**config.mk**
```make
export PLATFORM = sky130hd
export DESIGN_NAME = kv_text_reply_parser_unit
export DESIGN_NICKNAME = d
export VERILOG_FILES = /design/src/hw/rtl/kvrp_pkg.sv /design/src/hw/rtl/kvrp_scan.sv /design/src/hw/rtl/kvrp_core.sv /design/src/hw/rtl/kv_text_reply_parser_unit.sv
export SDC_FILE = /design/constraint.sdc
export NUM_CORES = 2
export LEC_CHECK = 0
export BUFFER_PORTS_ARGS = -buffer_cell sky130_fd_sc_hd__buf_2
export CORE_MARGIN = 2
export CORE_UTILIZATION = 55
export CTS_CLUSTER_SIZE = 20
export DETAILED_ROUTE_END_ITERATION = 10
export PLACE_DENSITY = 0.73
export SETUP_SLACK_MARGIN = 0.15
export SLEW_MARGIN = 20
export SYNTH_ARGS = -nofsm -noshare
export SYNTH_HDL_FRONTEND = slang
export SYNTH_HIERARCHICAL = 1
export SYNTH_SLANG_ARGS = --single-unit
```
**constraint.sdc**
```tcl
create_clock -name i_clk -period 26.4 [get_ports i_clk]
set_input_delay 0 -clock i_clk [delete_from_list [all_inputs] [get_ports i_clk]]
set_output_delay 0 -clock i_clk [all_outputs]
set_load 0.05 [all_outputs]
```
**src/hw/rtl/kvrp_pkg.sv**
```systemverilog
`timescale 1ns / 1ps
package kvrp_pkg;

    localparam int OFFSET_BITS_DEF = 32;

    localparam logic [7:0] CH_CR    = 8'd13;
    localparam logic [7:0] CH_LF    = 8'd10;
    localparam logic [7:0] CH_SPACE = 8'd32;
    localparam logic [7:0] CH_ZERO  = 8'd48;
    localparam logic [7:0] CH_NINE  = 8'd57;

    localparam logic [63:0] M32 = 64'h0000_0000_FFFF_FFFF;

    // keyword candidates
    localparam int KW_VALUE      = 0;
    localparam int KW_END        = 1;
    localparam int KW_STORED     = 2;
    localparam int KW_NOT_STORED = 3;
    localparam int KW_DELETED    = 4;
    localparam int KW_NOT_FOUND  = 5;
    localparam int KW_ERROR      = 6;
    localparam int KW_CLIENT     = 7;
    localparam int KW_SERVER     = 8;
    localparam int KW_DIGITS     = 9;
    localparam int NUM_KW        = 9;

    localparam logic [9:0] KM_ALL = 10'h3FF;

    localparam logic [95:0] KW_TEXT [NUM_KW] = '{
        96'("VALUE "), 96'("END"), 96'("STORED"), 96'({"NOT_", "STORED"}),
        96'("DELETED"), 96'({"NOT_", "FOUND"}), 96'("ERROR"),
        96'({"CLIENT_", "ERROR"}), 96'({"SERVER_", "ERROR"})
    };
    localparam logic [3:0] KW_LEN [NUM_KW] = '{
        4'd6, 4'd3, 4'd6, 4'd10, 4'd7, 4'd9, 4'd5, 4'd12, 4'd12
    };
    localparam logic [NUM_KW-1:0] KW_PREFIX = 9'b110000001;

    // reply types
    localparam logic [3:0] RT_END        = 4'd0;
    localparam logic [3:0] RT_VALUE      = 4'd1;
    localparam logic [3:0] RT_SERVER_ERR = 4'd6;
    localparam logic [3:0] RT_CLIENT_ERR = 4'd7;
    localparam logic [3:0] RT_COUNTER    = 4'd8;

    typedef enum logic [2:0] {
        PH_FIRST, PH_GETLINE, PH_DATA, PH_TRAIL1, PH_TRAIL2
    } t_phase;

    // header field being parsed
    localparam logic [1:0] HF_KEY   = 2'd0;
    localparam logic [1:0] HF_FLAGS = 2'd1;
    localparam logic [1:0] HF_BYTES = 2'd2;
    localparam logic [1:0] HF_REST  = 2'd3;

    typedef struct packed {
        logic [9:0]  km;
        logic [1:0]  hf;
        logic [63:0] acc;
    } t_scan;

    localparam t_scan SCAN_RST = '{km: KM_ALL, hf: HF_KEY, acc: 64'd0};

    typedef struct packed {
        logic        key_we;
        logic        flags_we;
        logic [31:0] flags;
    } t_cap;

    typedef struct packed {
        logic        status;
        logic [3:0]  reply_type;
        logic [31:0] consumed_len;
        logic [31:0] key_offset;
        logic [31:0] key_len;
        logic [31:0] item_flags;
        logic [31:0] data_offset;
        logic [31:0] data_len;
        logic [63:0] counter_value;
        logic [31:0] msg_offset;
        logic [31:0] msg_len;
    } t_result;

    // character i of keyword k, zero past its end
    function automatic logic [7:0] kw_char(input int k, input logic [3:0] i);
        logic [95:0] t;
        logic [3:0]  sh;
        t  = KW_TEXT[k];
        sh = KW_LEN[k] - 4'd1 - i;
        if (i >= KW_LEN[k]) begin
            return 8'd0;
        end
        return t[{sh, 3'b000} +: 8];
    endfunction

endpackage

```
**src/hw/rtl/kvrp_scan.sv**
```systemverilog
`timescale 1ns / 1ps
// one line-content byte: keyword match, header fields, decimal accumulator
module kvrp_scan #(
    parameter int OFFSET_BITS = kvrp_pkg::OFFSET_BITS_DEF
) (
    input  logic [7:0]             i_c,
    input  kvrp_pkg::t_scan        i_st,
    input  logic [OFFSET_BITS-1:0] i_len,
    input  logic                   i_got,
    output kvrp_pkg::t_scan        o_st,
    output logic [OFFSET_BITS-1:0] o_len,
    output kvrp_pkg::t_cap         o_cap
);

    logic        digit;
    logic        space;
    logic [3:0]  dval;
    logic [63:0] prod;

    assign digit = (i_c >= kvrp_pkg::CH_ZERO) && (i_c <= kvrp_pkg::CH_NINE);
    assign space = (i_c == kvrp_pkg::CH_SPACE);
    assign dval  = 4'(i_c - kvrp_pkg::CH_ZERO);
    assign prod  = (i_st.acc << 3) + (i_st.acc << 1) + {60'd0, dval};

    always_comb begin
        o_st  = i_st;
        o_cap = '0;
        for (int k = 0; k < kvrp_pkg::NUM_KW; k++) begin
            if (o_st.km[k]) begin
                if (i_len < OFFSET_BITS'(kvrp_pkg::KW_LEN[k])) begin
                    if (i_c != kvrp_pkg::kw_char(k, i_len[3:0])) begin
                        o_st.km[k] = 1'b0;
                    end
                end else if (!kvrp_pkg::KW_PREFIX[k]) begin
                    o_st.km[k] = 1'b0;
                end
            end
        end
        if (o_st.km[kvrp_pkg::KW_DIGITS]) begin
            if (digit) begin
                o_st.acc = prod;
            end else begin
                o_st.km[kvrp_pkg::KW_DIGITS] = 1'b0;
            end
        end
        // space after CLIENT_ERROR or SERVER_ERROR (byte index 12) marks a message
        if (!o_st.km[kvrp_pkg::KW_VALUE] && i_len == OFFSET_BITS'(12) && space) begin
            o_st.hf = kvrp_pkg::HF_FLAGS;
        end
        o_cap.flags = i_st.acc[31:0];
        if (o_st.km[kvrp_pkg::KW_VALUE] && i_len >= OFFSET_BITS'(6)) begin
            unique case (o_st.hf)
                kvrp_pkg::HF_KEY: begin
                    if (space) begin
                        if (i_len == OFFSET_BITS'(6)) begin
                            o_st.km[kvrp_pkg::KW_VALUE] = 1'b0;
                        end else begin
                            o_cap.key_we = !i_got;
                        end
                        o_st.hf  = kvrp_pkg::HF_FLAGS;
                        o_st.acc = 64'd0;
                    end
                end
                kvrp_pkg::HF_FLAGS: begin
                    if (space) begin
                        o_cap.flags_we = !i_got;
                        o_st.hf  = kvrp_pkg::HF_BYTES;
                        o_st.acc = 64'd0;
                    end else if (digit) begin
                        o_st.acc = {32'd0, prod[31:0]};
                    end else begin
                        o_st.km[kvrp_pkg::KW_VALUE] = 1'b0;
                    end
                end
                kvrp_pkg::HF_BYTES: begin
                    if (space) begin
                        o_st.hf = kvrp_pkg::HF_REST;
                    end else if (digit) begin
                        // saturate just above 32 bits
                        o_st.acc = (prod > kvrp_pkg::M32) ? kvrp_pkg::M32 + 64'd1 : prod;
                    end else begin
                        o_st.km[kvrp_pkg::KW_VALUE] = 1'b0;
                    end
                end
                default: begin
                end
            endcase
        end
        o_len = (i_len == '1) ? i_len : i_len + OFFSET_BITS'(1);
    end

endmodule

```
**src/hw/rtl/kvrp_core.sv**
```systemverilog
`timescale 1ns / 1ps
// reply state machine, line end decode and result formation
module kvrp_core #(
    parameter int OFFSET_BITS = kvrp_pkg::OFFSET_BITS_DEF
) (
    input  logic              i_clk,
    input  logic              i_rst_n,
    input  logic              i_step,
    input  logic [7:0]        i_byte,
    input  logic              i_restart,
    output logic              o_res_vld,
    output kvrp_pkg::t_result o_res
);

    localparam int OW = OFFSET_BITS;

    kvrp_pkg::t_phase r_phase, n_phase, e_phase;
    logic [OW-1:0]   r_pos, n_pos, e_pos;
    logic [OW-1:0]   r_len, n_len, e_len;
    kvrp_pkg::t_scan r_st, n_st, e_st;
    logic            r_cr, n_cr, e_cr;
    logic [31:0]     r_drem, n_drem, e_drem;
    logic            r_got, n_got, e_got;
    logic [OW-1:0]   r_cap5, n_cap5, e_cap5;
    logic            r_bad, n_bad, e_bad;
    logic            r_halt, n_halt, e_halt;

    logic [OW-1:0]   r_koff, n_koff;
    logic [OW-1:0]   r_klen, n_klen;
    logic [31:0]     r_flags, n_flags;
    logic [OW-1:0]   r_doff, n_doff;
    logic [31:0]     r_dlen, n_dlen;

    kvrp_pkg::t_scan a_st, b_in_st, b_st;
    logic [OW-1:0]   a_len, b_in_len, b_len;
    kvrp_pkg::t_cap  a_cap, b_cap;

    logic [OW-1:0]   posp1;
    logic            sp, is_value, emit, fail;

    // pending CR folded in as content first
    kvrp_scan #(.OFFSET_BITS(OW)) u_scan_cr (
        .i_c(kvrp_pkg::CH_CR), .i_st(e_st), .i_len(e_len), .i_got(e_got),
        .o_st(a_st), .o_len(a_len), .o_cap(a_cap)
    );

    assign b_in_st  = e_cr ? a_st : e_st;
    assign b_in_len = e_cr ? a_len : e_len;

    kvrp_scan #(.OFFSET_BITS(OW)) u_scan_byte (
        .i_c(i_byte), .i_st(b_in_st), .i_len(b_in_len), .i_got(e_got),
        .o_st(b_st), .o_len(b_len), .o_cap(b_cap)
    );

    always_comb begin
        e_phase = i_restart ? kvrp_pkg::PH_FIRST : r_phase;
        e_pos   = i_restart ? '0 : r_pos;
        e_len   = i_restart ? '0 : r_len;
        e_st    = i_restart ? kvrp_pkg::SCAN_RST : r_st;
        e_cr    = i_restart ? 1'b0 : r_cr;
        e_drem  = i_restart ? 32'd0 : r_drem;
        e_got   = i_restart ? 1'b0 : r_got;
        e_cap5  = i_restart ? '0 : r_cap5;
        e_bad   = i_restart ? 1'b0 : r_bad;
        e_halt  = i_restart ? 1'b0 : r_halt;

        n_phase = e_phase;
        n_pos   = e_pos;
        n_len   = e_len;
        n_st    = e_st;
        n_cr    = e_cr;
        n_drem  = e_drem;
        n_got   = e_got;
        n_cap5  = e_cap5;
        n_bad   = e_bad;
        n_halt  = e_halt;
        n_koff  = r_koff;
        n_klen  = r_klen;
        n_flags = r_flags;
        n_doff  = r_doff;
        n_dlen  = r_dlen;

        posp1 = e_pos + OW'(1);
        sp    = (e_st.hf == kvrp_pkg::HF_FLAGS) && (e_len > OW'(13));
        is_value = e_st.km[kvrp_pkg::KW_VALUE] && (e_len >= OW'(11))
                   && (e_st.hf >= kvrp_pkg::HF_BYTES) && (e_st.acc <= kvrp_pkg::M32);
        emit  = 1'b0;
        fail  = 1'b0;
        o_res = '0;
        o_res.consumed_len = 32'(posp1);

        if (i_step && !e_halt) begin
            n_pos = posp1;
            unique case (e_phase)
                kvrp_pkg::PH_DATA: begin
                    n_drem = (e_drem != 32'd0) ? e_drem - 32'd1 : 32'd0;
                    if (n_drem == 32'd0) begin
                        n_phase = kvrp_pkg::PH_TRAIL1;
                    end
                end
                kvrp_pkg::PH_TRAIL1: begin
                    n_bad   = (i_byte != kvrp_pkg::CH_CR);
                    n_phase = kvrp_pkg::PH_TRAIL2;
                end
                kvrp_pkg::PH_TRAIL2: begin
                    if (e_bad || i_byte != kvrp_pkg::CH_LF) begin
                        fail = 1'b1;
                    end else begin
                        n_bad   = 1'b0;
                        n_phase = kvrp_pkg::PH_GETLINE;
                        n_len   = '0;
                        n_st    = kvrp_pkg::SCAN_RST;
                        n_cr    = 1'b0;
                        n_cap5  = posp1;
                    end
                end
                kvrp_pkg::PH_FIRST, kvrp_pkg::PH_GETLINE: begin
                    if (e_cr && i_byte == kvrp_pkg::CH_LF) begin
                        // line end
                        priority if (e_st.km[kvrp_pkg::KW_END] && e_len == OW'(3)) begin
                            emit = 1'b1;
                            if (e_got) begin
                                o_res.reply_type  = kvrp_pkg::RT_VALUE;
                                o_res.key_offset  = 32'(r_koff);
                                o_res.key_len     = 32'(r_klen);
                                o_res.item_flags  = r_flags;
                                o_res.data_offset = 32'(r_doff);
                                o_res.data_len    = r_dlen;
                            end else begin
                                o_res.reply_type  = kvrp_pkg::RT_END;
                            end
                        end else if (is_value) begin
                            if (!e_got) begin
                                n_doff = posp1;
                                n_dlen = e_st.acc[31:0];
                                n_got  = 1'b1;
                            end
                            n_drem  = e_st.acc[31:0];
                            n_phase = (e_st.acc == 64'd0) ? kvrp_pkg::PH_TRAIL1
                                                          : kvrp_pkg::PH_DATA;
                            n_len   = '0;
                            n_st    = kvrp_pkg::SCAN_RST;
                            n_cr    = 1'b0;
                            n_cap5  = '0;
                        end else if (e_phase != kvrp_pkg::PH_FIRST) begin
                            fail = 1'b1;
                        end else begin
                            emit = 1'b1;
                            priority if (e_st.km[kvrp_pkg::KW_STORED]
                                         && e_len == OW'(6)) begin
                                o_res.reply_type = 4'(kvrp_pkg::KW_STORED);
                            end else if (e_st.km[kvrp_pkg::KW_NOT_STORED]
                                         && e_len == OW'(10)) begin
                                o_res.reply_type = 4'(kvrp_pkg::KW_NOT_STORED);
                            end else if (e_st.km[kvrp_pkg::KW_DELETED]
                                         && e_len == OW'(7)) begin
                                o_res.reply_type = 4'(kvrp_pkg::KW_DELETED);
                            end else if (e_st.km[kvrp_pkg::KW_NOT_FOUND]
                                         && e_len == OW'(9)) begin
                                o_res.reply_type = 4'(kvrp_pkg::KW_NOT_FOUND);
                            end else if (e_st.km[kvrp_pkg::KW_ERROR]
                                         && e_len == OW'(5)) begin
                                o_res.reply_type = kvrp_pkg::RT_SERVER_ERR;
                                o_res.msg_offset = 32'(e_len);
                            end else if ((e_st.km[kvrp_pkg::KW_CLIENT]
                                          || e_st.km[kvrp_pkg::KW_SERVER])
                                         && e_len >= OW'(12)) begin
                                o_res.reply_type = e_st.km[kvrp_pkg::KW_CLIENT]
                                                   ? kvrp_pkg::RT_CLIENT_ERR
                                                   : kvrp_pkg::RT_SERVER_ERR;
                                o_res.msg_offset = sp ? 32'd13 : 32'(e_len);
                                o_res.msg_len    = sp ? 32'(e_len - OW'(13)) : 32'd0;
                            end else if (e_st.km[kvrp_pkg::KW_DIGITS]
                                         && e_len != '0) begin
                                o_res.reply_type    = kvrp_pkg::RT_COUNTER;
                                o_res.counter_value = e_st.acc;
                            end else begin
                                emit = 1'b0;
                                fail = 1'b1;
                            end
                        end
                    end else begin
                        n_cr  = (i_byte == kvrp_pkg::CH_CR);
                        n_st  = n_cr ? b_in_st : b_st;
                        n_len = n_cr ? b_in_len : b_len;
                        if (!n_cr && b_cap.key_we) begin
                            n_koff = e_cap5 + OW'(6);
                            n_klen = b_in_len - OW'(6);
                        end
                        if (!n_cr && b_cap.flags_we) begin
                            n_flags = b_cap.flags;
                        end
                        if (e_cr && a_cap.flags_we) begin
                            n_flags = a_cap.flags;
                        end
                    end
                end
                default: begin
                end
            endcase
        end

        if (fail) begin
            o_res = '0;
            o_res.status       = 1'b1;
            o_res.consumed_len = 32'(posp1);
        end
        o_res_vld = emit || fail;
        if (emit || fail) begin
            n_phase = kvrp_pkg::PH_FIRST;
            n_pos   = '0;
            n_len   = '0;
            n_st    = kvrp_pkg::SCAN_RST;
            n_cr    = 1'b0;
            n_drem  = 32'd0;
            n_got   = 1'b0;
            n_cap5  = '0;
            n_bad   = 1'b0;
            n_halt  = fail;
        end
    end

    always_ff @(posedge i_clk) begin
        if (!i_rst_n) begin
            r_phase <= kvrp_pkg::PH_FIRST;
            r_pos   <= '0;
            r_len   <= '0;
            r_st    <= kvrp_pkg::SCAN_RST;
            r_cr    <= 1'b0;
            r_drem  <= 32'd0;
            r_got   <= 1'b0;
            r_cap5  <= '0;
            r_bad   <= 1'b0;
            r_halt  <= 1'b0;
        end else if (i_step) begin
            r_phase <= n_phase;
            r_pos   <= n_pos;
            r_len   <= n_len;
            r_st    <= n_st;
            r_cr    <= n_cr;
            r_drem  <= n_drem;
            r_got   <= n_got;
            r_cap5  <= n_cap5;
            r_bad   <= n_bad;
            r_halt  <= n_halt;
        end
    end

    // first value block fields, read only once got is set
    always_ff @(posedge i_clk) begin
        if (i_step) begin
            r_koff  <= n_koff;
            r_klen  <= n_klen;
            r_flags <= n_flags;
            r_doff  <= n_doff;
            r_dlen  <= n_dlen;
        end
    end

endmodule

```
**src/hw/rtl/kv_text_reply_parser_unit.sv**
```systemverilog
// an accepted byte is registered in the input stage; its result is registered in the output stage
// throughput: one byte per cycle while the result side takes results
// the per-byte state update is one pass through the line scanner and decoder
// reset: synchronous active-low i_rst_n clears parser state and both stage valids
// no clearing pass: the block takes bytes in the first cycle after reset
`timescale 1ns / 1ps
module kv_text_reply_parser_unit #(
    parameter int OFFSET_BITS = kvrp_pkg::OFFSET_BITS_DEF
) (
    input  logic        i_clk,
    input  logic        i_rst_n,
    input  logic        i_in_valid,
    output logic        o_in_ready,
    input  logic [7:0]  i_in_byte,
    input  logic        i_restart,
    output logic        o_out_valid,
    input  logic        i_out_ready,
    output logic        o_status,
    output logic [3:0]  o_reply_type,
    output logic [31:0] o_consumed_len,
    output logic [31:0] o_key_offset,
    output logic [31:0] o_key_len,
    output logic [31:0] o_item_flags,
    output logic [31:0] o_data_offset,
    output logic [31:0] o_data_len,
    output logic [63:0] o_counter_value,
    output logic [31:0] o_msg_offset,
    output logic [31:0] o_msg_len
);

    logic              r_in_vld;
    logic [7:0]        r_in_byte;
    logic              r_in_rst;
    logic              r_out_vld;
    kvrp_pkg::t_result r_out;
    logic              adv, step, res_vld;
    kvrp_pkg::t_result res;

    assign adv        = !r_out_vld || i_out_ready;
    assign step       = r_in_vld && adv;
    assign o_in_ready = !r_in_vld || adv;

    always_ff @(posedge i_clk) begin
        if (!i_rst_n) begin
            r_in_vld <= 1'b0;
        end else if (i_in_valid && o_in_ready) begin
            r_in_vld <= 1'b1;
        end else if (step) begin
            r_in_vld <= 1'b0;
        end
    end

    always_ff @(posedge i_clk) begin
        if (i_in_valid && o_in_ready) begin
            r_in_byte <= i_in_byte;
            r_in_rst  <= i_restart;
        end
    end

    kvrp_core #(.OFFSET_BITS(OFFSET_BITS)) u_core (
        .i_clk(i_clk), .i_rst_n(i_rst_n), .i_step(step),
        .i_byte(r_in_byte), .i_restart(r_in_rst),
        .o_res_vld(res_vld), .o_res(res)
    );

    always_ff @(posedge i_clk) begin
        if (!i_rst_n) begin
            r_out_vld <= 1'b0;
        end else if (adv) begin
            r_out_vld <= step && res_vld;
        end
    end

    always_ff @(posedge i_clk) begin
        if (step && res_vld) begin
            r_out <= res;
        end
    end

    assign o_out_valid     = r_out_vld;
    assign o_status        = r_out.status;
    assign o_reply_type    = r_out.reply_type;
    assign o_consumed_len  = r_out.consumed_len;
    assign o_key_offset    = r_out.key_offset;
    assign o_key_len       = r_out.key_len;
    assign o_item_flags    = r_out.item_flags;
    assign o_data_offset   = r_out.data_offset;
    assign o_data_len      = r_out.data_len;
    assign o_counter_value = r_out.counter_value;
    assign o_msg_offset    = r_out.msg_offset;
    assign o_msg_len       = r_out.msg_len;

endmodule

```
# Word level (Yosys, flattened, before mapping)
# Index checks and enable logic that the tools add are counted.
[totals]
register_bits = 707
in_bits = 13
word_cells = 546
[op_classes]
shift = 18
bitwise_logic = 8
n_eq_ne = 41
muxes = 332
order_cmp = 38
add_sub_neg = 24
n_reduce_logical = 53
[op_table]
columns = ["op", "n"]
rows = [
  ["96-bit by 8-bit indexed part select with 8-bit output, first input constant", 18],
  ["32-bit 2-to-1 mux", 32],
  ["128-bit 2-to-1 mux", 7],
  ["288-bit 2-to-1 mux", 3],
  ["64-bit 2-to-1 mux", 11],
  ["76-bit 2-to-1 mux", 9],
  ["8-bit 2-to-1 mux", 68],
  ["325-bit 2-to-1 mux", 1],
  ["160-bit 2-to-1 mux", 2],
  ["67-bit 2-to-1 mux", 4],
  ["67-bit case mux with 3 select lines", 1],
  ["32-bit by 3-bit < comparator with 1-bit output, second input constant", 6],
  ["32-bit by 4-bit < comparator with 1-bit output, second input constant", 6],
  ["32-bit case mux with 2 select lines", 3],
  ["1-bit 2-to-1 mux", 161],
  ["76-bit case mux with 2 select lines", 1],
  ["32-bit by 3-bit == test with 1-bit output, second input constant", 4],
  ["32-bit by 1-bit adder with 32-bit output, second input constant", 3],
  ["32-bit by 4-bit == test with 1-bit output, second input constant", 3],
  ["4-bit by 8-bit inequality test with 1-bit output, first input constant", 9],
  ["8-bit inequality test", 9],
  ["64-bit by 4-bit adder with 64-bit output", 1],
  ["64-bit adder", 1],
  ["32-bit == test, second input constant", 2],
  ["52 further kinds", 149],
]

# Logic depth before layout (Yosys ltp)
[logic_depth]
word_depth = 35
ltp_mapped = 50
depth_no_buf = 39

# Cells and area by module
# The synthesis kept the hierarchy.
[by_module_without_submodules]
columns = ["mod", "cells_per_inst", "n_inst", "seq_area_each_um2", "area_each_um2"]
rows = [
  ["kvrp_core", 2625, 1, 9028.7, 22669.2],
  ["kv_text_reply_parser_unit", 347, 1, 10069.7, 10142.2],
  ["kvrp_scan at u_core.u_scan_byte", 1499, 1, 0.0, 10052.1],
  ["kvrp_scan at u_core.u_scan_cr", 1484, 1, 0.0, 9449.1],
]

# Least setup slack after synthesis
# No wires, ideal clock.
[synth_path]
path_type = "flip-flop to flip-flop"
from = "register r_in_rst"
to = "register r_out (netlist bit o_consumed_len[0]), enable pin"
n_path_buf = 7
t_required_ns = 25.383
path_stages_with_launch = 19
t_arrival_ns = 16.560
path_slack_ns = 8.823
path_cell_list = "edfxtp_1 > buf_2 > inv_2 > clkbuf_1 > clkbuf_1 > buf_1 > clkbuf_1 > buf_1 > nand2_1 > inv_1 > ha_1 > o21ai_0 > and3_1 > o31ai_1 > and2_1 > buf_2 > clkinv_1 > nand2_1 > nor2_1"
[synth_between]
elab_chain_cells = 18
elab_cells_between_ends = 67
classes_between = "order compare (4); eq/ne (8); mux (33); reduce/logical (22)"
[synth_lines]
columns = ["item", "line", "rtl"]
rows = [
  ["start: declaration", "kv_text_reply_parser_unit.sv:33", "logic r_in_rst;"],
  ["start signal: assignment", "kv_text_reply_parser_unit.sv:56", "r_in_rst <= i_restart;"],
  ["32-bit 2-to-1 mux *", "kvrp_core.sv:58", "e_len = i_restart ? '0 : r_len;"],
  ["net u_core.e_len[1]", "kvrp_core.sv:19", "logic [OW-1:0] r_len, n_len, e_len;"],
  ["branches (longest 15 deep; another with 32-bit by 4-bit >= comparator with 1-bit output)", "n/a", ""],
  ["1-bit logical OR *", "kvrp_core.sv:208", "o_res_vld = emit || fail;"],
  ["net res_vld", "kv_text_reply_parser_unit.sv:36", "logic adv, step, res_vld;"],
  ["1-bit logical AND *", "kv_text_reply_parser_unit.sv:75", "if (step && res_vld) begin"],
  ["end signal: assignment", "kv_text_reply_parser_unit.sv:76", "r_out <= res;"],
  ["end: declaration", "kv_text_reply_parser_unit.sv:35", "kvrp_pkg::t_result r_out;"],
]
# Mark *: on every way through the listed nets, which the timed path passes.
# A chain may end at the register's enable or synchronous reset.

==> reports/summary.txt <==
CRITICAL PATH
--------------------------------------------------------------------------------
Top fanout value on the critical path                                         41
Worst Path Required                                                     27.01 ns
Slowest stage cell, crit path                                       sky130_fd_sc_hd__nor4_1
Endpoint of the lowest-slack register-to-register path              u_core/r_st[18]
Max stage delay on crit path                                             0.91 ns
Capturing element type of the critical path                            flip-flop
Cell mode on critical path                                          sky130_fd_sc_hd__a21oi_1
Count of cell instances traversed by the critical path                        40
Worst setup path class                                              flip-flop to flip-flop
Cell class contributing the biggest share of worst-path delay       simple AND/OR/NAND/NOR gates
Number of cells on the worst reg-to-reg path                                  40
Buffers & Inverters on Critical Path                                           6
Worst setup path endpoint                                           u_core/r_st[18]
Startpoint type of the worst setup path                                flip-flop
Reg-to-reg startpoint                                                   r_in_rst
Critical Path AT                                                        13.50 ns
Source of the critical timing path                                      r_in_rst
Slack of the worst reg-to-reg path                                      13.51 ns

ROUTING
--------------------------------------------------------------------------------
Pre-Repair DR Iteration Count                                                  8
Post-route ant nets                                                            0
Aggregate routed wire length                                              179 mm
Initial DRC Count                                                          6,911
Post-DR vias/cell                                                           6.52
Total via count after detailed routing                                    48,100
Remaining design rule violation count                                          0
Routed wire per std cell                                                 24.2 um

LOGIC SYNTHESIS
--------------------------------------------------------------------------------
Syn. warnings                                                                  6
Cells after Synth                                                          5,952
Mean post-synth cell area                                              8.79 um^2
Post-Syn Area                                                        52,300 um^2

TIMING
--------------------------------------------------------------------------------
Worst-Margin Slew                                                        5.03 ns
Final setup vio count                                                          0
Final critical-path required period                                     12.89 ns
Worst max-slew margin expressed relative to the limit                      -2.35
Max-slew violation count                                                      96
F_max                                                                   77.6 MHz
Maximum clock skew at final layout                                     0.0296 ns
Setup repair after global routing missed its margin                        false
Final hold violation count                                                     0
Final TNS setup                                                             0 ns
Ratio of final minimum period to clock period                              0.488
WHS                                                                    0.0386 ns

STATUS
--------------------------------------------------------------------------------
Result of the run                                                   finished, violations left
Violated checks                                                       slew limit

PLACED DESIGN
--------------------------------------------------------------------------------
Placed Instance Area                                                 54,200 um^2
PortBufs                                                                     339
Cell count after placement                                                 7,228
Post-DP HPWL                                                              133 mm
GPL Wtd Cong                                                                1.05

CELLS AND AREA
--------------------------------------------------------------------------------
Layout cell share with drive strength beyond 1                             0.117
Flip-flop count of the largest register after layout                          76
Final core utilization                                                     0.603
Most flops, register                                                 u_core/r_st
Most common cell after layout, fill and taps aside                  sky130_fd_sc_hd__nand2_1
Sequential cell area                                                 19,100 um^2
Layout-stage area growth over the synthesis result                         9.11%
Multi-input logic area                                               30,700 um^2
Most used cells in the layout excluding fill and tap cells          sky130_fd_sc_hd__nand2_1 (603), sky130_fd_sc_hd__nor2_1 (526), sky130_fd_sc_hd__edfxtp_1 (494)
Number of non-filler instances in the completed layout                     7,386
Post-route cell area                                                 57,100 um^2
Net total in the final layout                                              6,369
Fillers                                                                    8,282

FLOORPLAN
--------------------------------------------------------------------------------
Starting density of the core                                               0.553
Horizontal die dimension                                                  312 um
Core region area                                                     94,600 um^2
Number of placement rows                                                     113
Vertical die dimension                                                    312 um
IO Count                                                                     340
Die area                                                             97,600 um^2

CLOCK NETWORK
--------------------------------------------------------------------------------
Number of CTS-inserted buffers                                                77
Number of H-tree levels                                                        3
Clock transition at path regs                                            0.07 ns
Count of buffers added by post-CTS timing repair for setup                     0
Clk buf depth                                                                  3
Latest clock arrival within the worst-skew pair                          0.68 ns
Cell at the root of the clock tree                                  sky130_fd_sc_hd__clkbuf_16
CTS tree                                                                    done
Clock sink total                                                             707

GLOBAL ROUTING
--------------------------------------------------------------------------------
GRT Residual Overflow                                                          0
All-layer global routing usage                                             0.354
Number of antenna violations at the first check in global routing              4
Number of global-route vias before repair                                 44,200
Global-route wire length before repair                                    270 mm
Pin count of the biggest net entering global routing                         128

PWR
--------------------------------------------------------------------------------
Clock network fraction of design power                                     0.464
Portion of total power attributed to sequential cells                      0.472
Switching share of total power                                             0.240
Net switching power                                                   0.000601 W
Leakage component of the power                                           21.4 nW
Pwr Density                                                         43.9 nW/um^2
Part of the total power dissipated in combinational logic                  0.064
Peak supply drop                                                     0.0000409 V
Internal power consumption                                             0.00190 W

MIN PATH
--------------------------------------------------------------------------------
Hold Path Depth                                                                2
Tightest Hold Check Type                                            input pin to flip-flop

RUN
--------------------------------------------------------------------------------
Max_cap viols                                                                  0

[layout make-up]
| class | count | share of cell area |
|---|---|---|
| tap | 1265 | 0.0277 |
| antenna | 3 | 0.000132 |
| timing repair buffer | 428 | 0.0428 |
| inverter | 127 | 0.00838 |
| sequential | 707 | 0.335 |
| multi-input combinational | 4714 | 0.539 |
| clock buffer | 98 | 0.0367 |
| clock inverter | 44 | 0.0109 |
[per-layer routing]
metal,track usage,vias up,part of all wire
met5,0,-,0.00017
met3,0.0753,478,0.11
met4,0.143,4,0.043
met2,0.538,2814,0.43
met1,0.490,22800,0.42
li1,-,22000,-
[power groups by stage]
stage / combinational, W / sequential (W) / clock [W]
6_report: 0.000159 / 0.00118 / 0.00116
2_1_floorplan: 0.000109 / 0.00120 / 0
5_1_grt: 0.000169 / 0.00118 / 0.00122
3_5_place_dp: 0.000148 / 0.00120 / 0
4_1_cts: 0.000150 / 0.00118 / 0.00117
3_3_place_gp: 0.000147 / 0.00120 / 0
[worst min-delay path by stage]
stage	from	end	slack [ns]
after detailed placement	i_in_byte[5]	r_in_byte[5]	0.18
after CTS	i_in_byte[2]	r_in_byte[2]	0.009
after floorplan	i_in_byte[0]	r_in_byte[0]	0.1
final	i_in_byte[2]	r_in_byte[2]	0.04
after global routing	i_in_byte[2]	r_in_byte[2]	0.05
after global placement	i_in_byte[4]	r_in_byte[4]	0.18
[per-stage QoR]
stage	setup slack, ns	total power [W]
global placement	14.22	0.00135
global route	13.04	0.00257
detailed placement	14.25	0.00135
CTS	14.15	0.00251
finish	13.51	0.00250
floorplan	8.82	0.00131
[repair_timing]
action / 4_1_cts / 5_1_grt
setup endpoints to repair: 0 / 0
resized for setup: 0 / 0
hold buffers: 13 / 0
endpoints found under the hold margin: 78 / 0
Power figures use the tool's default switching activity.
